--- src/hw/rtl/ecpm_pkg.sv ---
// ----------------------------------------------------------------------------
// ecpm_pkg
// Shared types and constants for the edge count period meter: payload
// structs, controller states and the command/status groups.
// ----------------------------------------------------------------------------
package ecpm_pkg;

  // number of measured channels and capture word width
  localparam int CHANNELS = 4;
  localparam int CAP_W    = 24;
  localparam int CH_W     = 2;

  // divider step counter width
  localparam int DIV_CNT_W = $clog2(CAP_W);

  typedef logic [CAP_W-1:0] cap_t;

  typedef struct packed {
    logic [CH_W-1:0] channel;
    cap_t            edge_time;
    cap_t            edge_count;
  } in_t;

  typedef struct packed {
    logic [CH_W-1:0] channel_out;
    cap_t            current_count;
    cap_t            period;
    cap_t            edges_since_last;
    logic            period_updated;
  } out_t;

  typedef enum logic [1:0] {
    ST_IDLE,
    ST_DIV,
    ST_LOAD
  } state_t;

  // controller to datapath
  typedef struct packed {
    logic accept;
    logic load;
  } cmd_t;

  // datapath to controller
  typedef struct packed {
    logic need_div;
    logic div_busy;
    logic out_free;
  } status_t;

endpackage

--- src/hw/rtl/edge_count_period_meter.sv ---
// ----------------------------------------------------------------------------
// edge_count_period_meter
// Multi-channel frequency input meter: per channel, the time and edge count
// differences since the previous capture and the average period per edge.
// ----------------------------------------------------------------------------
//  channel | handshake            | payload
//  --------+----------------------+---------------------------------------
//  in      | in_valid / in_ready  | in_data  (channel, edge_time, edge_count)
//  out     | out_valid / out_ready| out_data (channel_out, current_count,
//          |                      |   period, edges_since_last, period_updated)
//
//  an item whose edge count moved passes transfer, 24 restoring divider steps,
//  a state that sees the divider done, and the result load; one that did not
//  goes from transfer straight to load; one item is in work at a time
//  a new item is taken while the previous result still waits in the output
//  register; the load waits while that register is full and stalled
//  synchronous reset clears all channel state to zero
// ----------------------------------------------------------------------------
module edge_count_period_meter (
  input  logic           clk,
  input  logic           rst,
  input  logic           in_valid,
  output logic           in_ready,
  input  ecpm_pkg::in_t  in_data,
  output logic           out_valid,
  input  logic           out_ready,
  output ecpm_pkg::out_t out_data
);

  ecpm_pkg::cmd_t    cmd;
  ecpm_pkg::status_t st;

  // sequencer
  ecpm_ctrl u_ctrl (
    .clk      (clk),
    .rst      (rst),
    .in_valid (in_valid),
    .in_ready (in_ready),
    .st       (st),
    .cmd      (cmd)
  );

  // channel state, divider and result register
  ecpm_dp u_dp (
    .clk       (clk),
    .rst       (rst),
    .in_data   (in_data),
    .cmd       (cmd),
    .st        (st),
    .out_valid (out_valid),
    .out_ready (out_ready),
    .out_data  (out_data)
  );

endmodule

--- src/hw/rtl/ecpm_div.sv ---
// ----------------------------------------------------------------------------
// ecpm_div
// Restoring unsigned divider, one quotient bit per cycle. Operands are
// taken on start; busy stays high until the last quotient bit is formed.
// ----------------------------------------------------------------------------
module ecpm_div (
  input  logic          clk,
  input  logic          rst,
  input  logic          start,
  input  ecpm_pkg::cap_t dividend,
  input  ecpm_pkg::cap_t divisor,
  output logic          busy,
  output ecpm_pkg::cap_t quotient
);

  localparam int W = ecpm_pkg::CAP_W;

  logic [W-1:0]                   rem;
  logic [W-1:0]                   quo;
  logic [W-1:0]                   dvs;
  logic [ecpm_pkg::DIV_CNT_W-1:0] cnt;
  logic [W:0]                     rem_sh;
  logic [W:0]                     diff;

  // trial subtract of the shifted remainder
  always_comb begin
    rem_sh = {rem, quo[W-1]};
    diff   = rem_sh - {1'b0, dvs};
  end

  // step counter and busy flag
  always_ff @(posedge clk) begin
    if (rst) begin
      busy <= 1'b0;
      cnt  <= '0;
    end else if (start) begin
      busy <= 1'b1;
      cnt  <= ecpm_pkg::DIV_CNT_W'(W - 1);
    end else if (busy) begin
      cnt <= cnt - ecpm_pkg::DIV_CNT_W'(1);
      if (cnt == '0) begin
        busy <= 1'b0;
      end
    end
  end

  // remainder and quotient shift
  always_ff @(posedge clk) begin
    if (start) begin
      rem <= '0;
      quo <= dividend;
      dvs <= divisor;
    end else if (busy) begin
      if (!diff[W]) begin
        rem <= diff[W-1:0];
      end else begin
        rem <= rem_sh[W-1:0];
      end
      quo <= {quo[W-2:0], ~diff[W]};
    end
  end

  assign quotient = quo;

endmodule

--- src/hw/rtl/ecpm_ctrl.sv ---
// ----------------------------------------------------------------------------
// ecpm_ctrl
// Sequencer: takes an item, waits for the divider when the count moved,
// then loads the result register once it is free.
// ----------------------------------------------------------------------------
module ecpm_ctrl (
  input  logic              clk,
  input  logic              rst,
  input  logic              in_valid,
  output logic              in_ready,
  input  ecpm_pkg::status_t st,
  output ecpm_pkg::cmd_t    cmd
);

  ecpm_pkg::state_t state;
  ecpm_pkg::state_t state_next;

  // state register
  always_ff @(posedge clk) begin
    if (rst) begin
      state <= ecpm_pkg::ST_IDLE;
    end else begin
      state <= state_next;
    end
  end

  // next state and commands
  always_comb begin
    state_next = state;
    in_ready   = 1'b0;
    cmd        = '0;
    case (state)
      ecpm_pkg::ST_IDLE: begin
        in_ready = 1'b1;
        if (in_valid) begin
          cmd.accept = 1'b1;
          state_next = st.need_div ? ecpm_pkg::ST_DIV : ecpm_pkg::ST_LOAD;
        end
      end
      ecpm_pkg::ST_DIV: begin
        if (!st.div_busy) begin
          state_next = ecpm_pkg::ST_LOAD;
        end
      end
      ecpm_pkg::ST_LOAD: begin
        if (st.out_free) begin
          cmd.load   = 1'b1;
          state_next = ecpm_pkg::ST_IDLE;
        end
      end
      default: begin
        state_next = ecpm_pkg::ST_IDLE;
      end
    endcase
  end

endmodule

--- src/hw/rtl/ecpm_dp.sv ---
// ----------------------------------------------------------------------------
// ecpm_dp
// Datapath: per-channel last time, last count and period, the modular
// differences, the divider and the result register.
// ----------------------------------------------------------------------------
module ecpm_dp (
  input  logic              clk,
  input  logic              rst,
  input  ecpm_pkg::in_t     in_data,
  input  ecpm_pkg::cmd_t    cmd,
  output ecpm_pkg::status_t st,
  output logic              out_valid,
  input  logic              out_ready,
  output ecpm_pkg::out_t    out_data
);

  localparam int NCH = ecpm_pkg::CHANNELS;

  ecpm_pkg::cap_t last_count   [NCH];
  ecpm_pkg::cap_t last_time    [NCH];
  ecpm_pkg::cap_t period_store [NCH];

  logic [ecpm_pkg::CH_W-1:0] ch_in;
  logic                      ch_in_ok;
  ecpm_pkg::cap_t            dc;
  ecpm_pkg::cap_t            dt;

  logic [ecpm_pkg::CH_W-1:0] ch;
  logic                      ch_ok;
  logic                      upd;
  ecpm_pkg::cap_t            cnt;
  ecpm_pkg::cap_t            dc_r;

  logic                      div_busy;
  ecpm_pkg::cap_t            quotient;
  ecpm_pkg::cap_t            period_new;

  // modular differences against the stored channel values
  always_comb begin
    ch_in    = in_data.channel;
    ch_in_ok = (32'(ch_in) < 32'(NCH));
    if (ch_in_ok) begin
      dc = in_data.edge_count - last_count[ch_in];
      dt = in_data.edge_time  - last_time[ch_in];
    end else begin
      dc = '0;
      dt = '0;
    end
  end

  ecpm_div u_div (
    .clk      (clk),
    .rst      (rst),
    .start    (cmd.accept && (dc != '0)),
    .dividend (dt),
    .divisor  (dc),
    .busy     (div_busy),
    .quotient (quotient)
  );

  // item context held while the divider runs
  always_ff @(posedge clk) begin
    if (cmd.accept) begin
      ch    <= ch_in;
      ch_ok <= ch_in_ok;
      upd   <= (dc != '0);
      cnt   <= in_data.edge_count;
      dc_r  <= dc;
    end
  end

  // channel state; reset clears all entries
  always_ff @(posedge clk) begin
    if (rst) begin
      for (int i = 0; i < NCH; i++) begin
        last_count[i]   <= '0;
        last_time[i]    <= '0;
        period_store[i] <= '0;
      end
    end else begin
      if (cmd.accept && ch_in_ok) begin
        last_count[ch_in] <= in_data.edge_count;
        last_time[ch_in]  <= in_data.edge_time;
      end
      if (cmd.load && ch_ok && upd) begin
        period_store[ch] <= quotient;
      end
    end
  end

  assign period_new = upd ? quotient : period_store[ch];

  // result register
  always_ff @(posedge clk) begin
    if (rst) begin
      out_valid <= 1'b0;
    end else if (cmd.load) begin
      out_valid <= 1'b1;
    end else if (out_ready) begin
      out_valid <= 1'b0;
    end
  end

  always_ff @(posedge clk) begin
    if (cmd.load) begin
      out_data.channel_out <= ch;
      if (ch_ok) begin
        out_data.current_count    <= cnt;
        out_data.period           <= period_new;
        out_data.edges_since_last <= dc_r;
        out_data.period_updated   <= upd;
      end else begin
        out_data.current_count    <= '0;
        out_data.period           <= '0;
        out_data.edges_since_last <= '0;
        out_data.period_updated   <= 1'b0;
      end
    end
  end

  // status back to the controller
  always_comb begin
    st.need_div = (dc != '0);
    st.div_busy = div_busy;
    st.out_free = !out_valid || out_ready;
  end

endmodule

--- config.mk ---
export PLATFORM = sky130hd
export DESIGN_NAME = edge_count_period_meter
export DESIGN_NICKNAME = d
export VERILOG_FILES = /design/src/hw/rtl/ecpm_pkg.sv /design/src/hw/rtl/edge_count_period_meter.sv /design/src/hw/rtl/ecpm_div.sv /design/src/hw/rtl/ecpm_ctrl.sv /design/src/hw/rtl/ecpm_dp.sv
export SDC_FILE = /design/constraint.sdc
export NUM_CORES = 1
export LEC_CHECK = 0
export BUFFER_PORTS_ARGS = -buffer_cell sky130_fd_sc_hd__buf_2
export CAP_MARGIN = 10
export CORE_MARGIN = 2
export CORE_UTILIZATION = 56
export CTS_CLUSTER_DIAMETER = 40
export DETAILED_ROUTE_END_ITERATION = 7
export PLACE_DENSITY = 0.8
export SLEW_MARGIN = 20
export SYNTH_ARGS = -nofsm -noshare
export SYNTH_HDL_FRONTEND = slang
export SYNTH_HIERARCHICAL = 1
export SYNTH_SLANG_ARGS = --single-unit
--- constraint.sdc ---
create_clock -name clk -period 5.6 [get_ports clk]
set_input_delay 0.28 -clock clk [delete_from_list [all_inputs] [get_ports clk]]
set_output_delay 0.28 -clock clk [all_outputs]
set_load 0.05 [all_outputs]
==> run_results.csv <==
group,metric,value,unit
run_status,status,"completed",
placed_design,portBuffers,130,
clock_network,clk_path_buf_depth,3,
setup_path,worst-r2r-cell-count,15,
clock_network,cts_tree,"done",
min_path,worstHoldPathType,"input pin to register",
placed_design,dpl.hpwl,33.7,mm
sta,max_freq,198,MHz
yosys,seq_area_frac_synth,0.608,
cells_and_area,nNetsFinal,2052,
clock_network,cts.clk_slew.worst_paths,60,ps
sta,finalCritPeriodShare,0.904,
route,wirelength,53.8,mm
sta,finalClockSkew,24.4,ps
sta,tightest_slew,1130,ps
route,via_count,15100,
sta,slew_viol_final,0,
pwr,ir_drop,0.000238,V
clock_network,post_cts_buffers,0,
floorplan,io-pin-count,131,
setup_path,cp_data_arrival_time,5590,ps
route,drt-pass1-iter-count,5,
sta,rsz0062_at_grt,"false",
floorplan,initial_core_util,0.569,
setup_path,slowest_delay,610,ps
setup_path,worstPathCellList,"mux4_2, ha_1, fa_1, nor2b_4, o31a_1, o41a_1, o221ai_4, xnor2_1, or4_1, nor4_2, nand4b_1, o41a_2, buf_4, or4_1, nand4_1",
clock_network,cts.htree.levels,3,
floorplan,dieArea,0.0445,mm2
sta,tns,0,ps
placed_design,dpl-instance-area,0.0252,mm2
clock_network,worstSkewPairLatency,590,ps
yosys,syn_inst,1750,
setup_path,crit_family,"simple AND/OR/NAND/NOR gates",
sta,fin_crit,5060,ps
setup_path,critPathKind,"register to register",
yosys,ys.flop_type,"edfxtp_1",
placed_design,place.gp.congestion,0.895,
clock_network,cts_resized,0,
job,cap_violations,0,
cells_and_area,layout-drive-gt1-share,0.218,
floorplan,die_y,211,um
setup_path,cp_slowest_cell,"or4_1",
yosys,yosys_warnings,6,
placed_design,post-place-ws,378,ps
sta,fin_ws,537,ps
route,route.detailed.wl_per_inst,21.4,um
yosys,synth.distinct_cells,80,
floorplan,core-area,0.0421,mm2
global_route,track_usage,0.244,
yosys,synth_area,0.0240,mm2
setup_path,path_buf_inv,1,
sta,setup_violations,0,
setup_path,cp_max_fo,54,
yosys,synth_edf_count,462,
min_path,hold_depth,2,
yosys,ys_seq_elements,497,
global_route,gr-total-overflow,0,
setup_path,cp_common_cell,"or4_1",
cells_and_area,area_growth,15.9,%
yosys,avgSynthCellArea,13.7,um2
floorplan,num_rows,75,
clock_network,cts_hold_buf,24,
route,ant_nets,0,
sta,relSlewSlack,0.250,
cells_and_area,fin_area,0.0278,mm2
global_route,grt_max_degree,78,
floorplan,die_w,211,um
route,via_per_inst,6.02,
clock_network,cts.sinks,497,
route,drc,0,
global_route,antenna_found_initial,4,
pwr,p_per_area,400,mW/mm2
yosys,synth_fp_nets,1880,
global_route,grt_pass1_vias,15200,
setup_path,start_kind,"register",
setup_path,endpoint_kind,"register",
setup_path,cp.depth,15,
clock_network,clock-root-buffer,"clkbuf_16",
setup_path,cp.required,6130,ps
clock_network,cts-buffers-inserted,68,
route,drt_iter0_drc,1469,
cells_and_area,nFillCells,2843,
pwr,p_leak,10.6,nW
yosys,postSynth.asyncResetShare,0,
global_route,grt_pass1_wl,83.1,mm
sta,hold_viol,0,
pwr,p_total,0.0111,W
==> cell families after synthesis <==
kind of cell,synth area share
fa+ha+maj,0.0406
flops,0.608
xor+xnor,0.0190
buf+inv,0.0299
compound gates,0.0705
simple gates,0.135
mux,0.0971
==> per-stage QoR <==
| step | hold WS, ps | std cells | util |
|---|---|---|---|
| final | 25.0 | 2517 | 0.660 |
| after floorplan | 349 | 1750 | - |
| after CTS | 0.635 | 2515 | 0.660 |
| after global routing | 13.3 | 2517 | 0.660 |
| after global placement | 401 | 2367 | 0.599 |
| after detailed placement | 405 | 2367 | 0.599 |
==> cells in the final DEF (no fill, tap or decap), drive strengths merged, types with 7 or more instances in the layout <==
cell	count
nand2b	14
xor2	15
a21o	20
and3	8
ha	73
xnor2	37
a211oi	15
or4	7
clkbuf	80
clkinv	18
mux2	51
nand4	8
or3	12
nand3	19
nor3	33
dlygate4sd3	24
or2	11
o21a	19
dfxtp	35
nor4	12
nand2	51
o31ai	7
and2	286
inv	117
buf	157
edfxtp	462
a311oi	11
a21oi	63
mux2i	13
o21ai	41
o211ai	10
nor2	70
nor2b	12
mux4	72
==> sequential cells by signal, summed over array words and instances (netlist names), named ones only <==
signal / cells
u_ctrl/state: 2
u_dp/ch: 2
u_dp/cnt: 24
u_dp/dc_r: 24
u_dp/last_count: 96
u_dp/last_time: 96
u_dp/out_data: 75
u_dp/out_valid: 1
u_dp/period_store: 96
u_dp/u_div/busy: 1
u_dp/u_div/cnt: 5
u_dp/u_div/dvs: 24
u_dp/u_div/quotient: 24
u_dp/u_div/rem: 24
u_dp/upd: 1
==> power breakdown <==
group | switching (W) | total (W) | internal, W
clock network | 0.00169 | 0.00435 | 0.00266
logic | 0.00128 | 0.00210 | 0.000816
registers | 0.000207 | 0.00469 | 0.00448
==> worst paths after layout <==
kind                                        start                             endpoint  slack (ps)
hold reg to reg            u_dp/dc_r[1]$_DFFE_PP_           u_dp/out_data[2]$_DFFE_PP_         410
hold / removal                        in_data[46]  u_dp/last_time[1][22]$_SDFFCE_PN0P_          20
setup reg to reg  u_dp/last_count[3][0]$_DFFE_PP_      u_dp/u_div/rem[23]$_SDFFE_PP0P_         540
setup / recovery  u_dp/last_count[3][0]$_DFFE_PP_      u_dp/u_div/rem[23]$_SDFFE_PP0P_         540
==> cells in the mapped netlist, drive strengths merged, types with 3 or more instances <==
library cell | number | area [um2]
a2111oi | 5 | 43.8
a211o | 4 | 35.0
a211oi | 15 | 123
a21o | 20 | 151
a21oi | 63 | 319
a311oi | 11 | 96.3
a31oi | 6 | 37.5
and2 | 286 | 1790
and3 | 8 | 50.1
buf | 23 | 128
clkbuf | 56 | 210
dfxtp | 35 | 701
edfxtp | 462 | 13900
fa | 3 | 60.1
ha | 73 | 913
inv | 101 | 379
mux2 | 51 | 578
mux2i | 13 | 130
mux4 | 72 | 1620
nand2 | 51 | 191
nand2b | 14 | 87.6
nand3 | 19 | 95.1
nand3b | 3 | 22.5
nand4 | 8 | 50.1
nand4b | 4 | 35.0
nor2 | 70 | 263
nor2b | 12 | 82.6
nor3 | 33 | 165
nor3b | 6 | 45.0
nor4 | 12 | 81.3
o2111ai | 5 | 43.8
o211a | 4 | 40.0
o211ai | 10 | 75.1
o21a | 19 | 143
o21ai | 41 | 205
o21bai | 3 | 22.5
o311ai | 4 | 35.0
o31a | 3 | 26.3
o31ai | 7 | 52.6
o41ai | 5 | 43.8
or2 | 11 | 68.8
or3 | 12 | 86.3
or4 | 7 | 56.3
xnor2 | 37 | 324
xor2 | 15 | 131
==> per-layer routing <==
| layer | up-vias | track usage | part of all wire |
|---|---|---|---|
| met4 | 4 | 0.0937 | 0.028 |
| met3 | 100 | 0.0409 | 0.068 |
| met2 | 608 | 0.398 | 0.48 |
| met1 | 7533 | 0.331 | 0.42 |
| li1 | 6899 | - | - |
| met5 | - | 0 | 0.00048 |
==> worst reg2reg max path, stage by stage, from the launching register on <==
cell and delay [ps]:
edfxtp_1 360, mux4_2 470, ha_1 230, fa_1 480, nor2b_4 140, o31a_1 180, o41a_1 390, o221ai_4 150
xnor2_1 210, or4_1 560, nor4_2 160, nand4b_1 180, o41a_2 420, buf_4 340, or4_1 620, nand4_1 110
==> cell type report <==
class / instances / area (um2) / share of cell area
timing repair buffer: 181 / 1120 / 0.0403
sequential: 497 / 14600 / 0.524
clock buffer: 80 / 1820 / 0.0654
clock inverter: 44 / 495 / 0.0178
multi-input combinational: 1073 / 8740 / 0.314
inverter: 101 / 379 / 0.0136
tap: 539 / 674 / 0.0243
antenna: 2 / 5.00 / 0.000180
(Power assumes the default switching activity.)
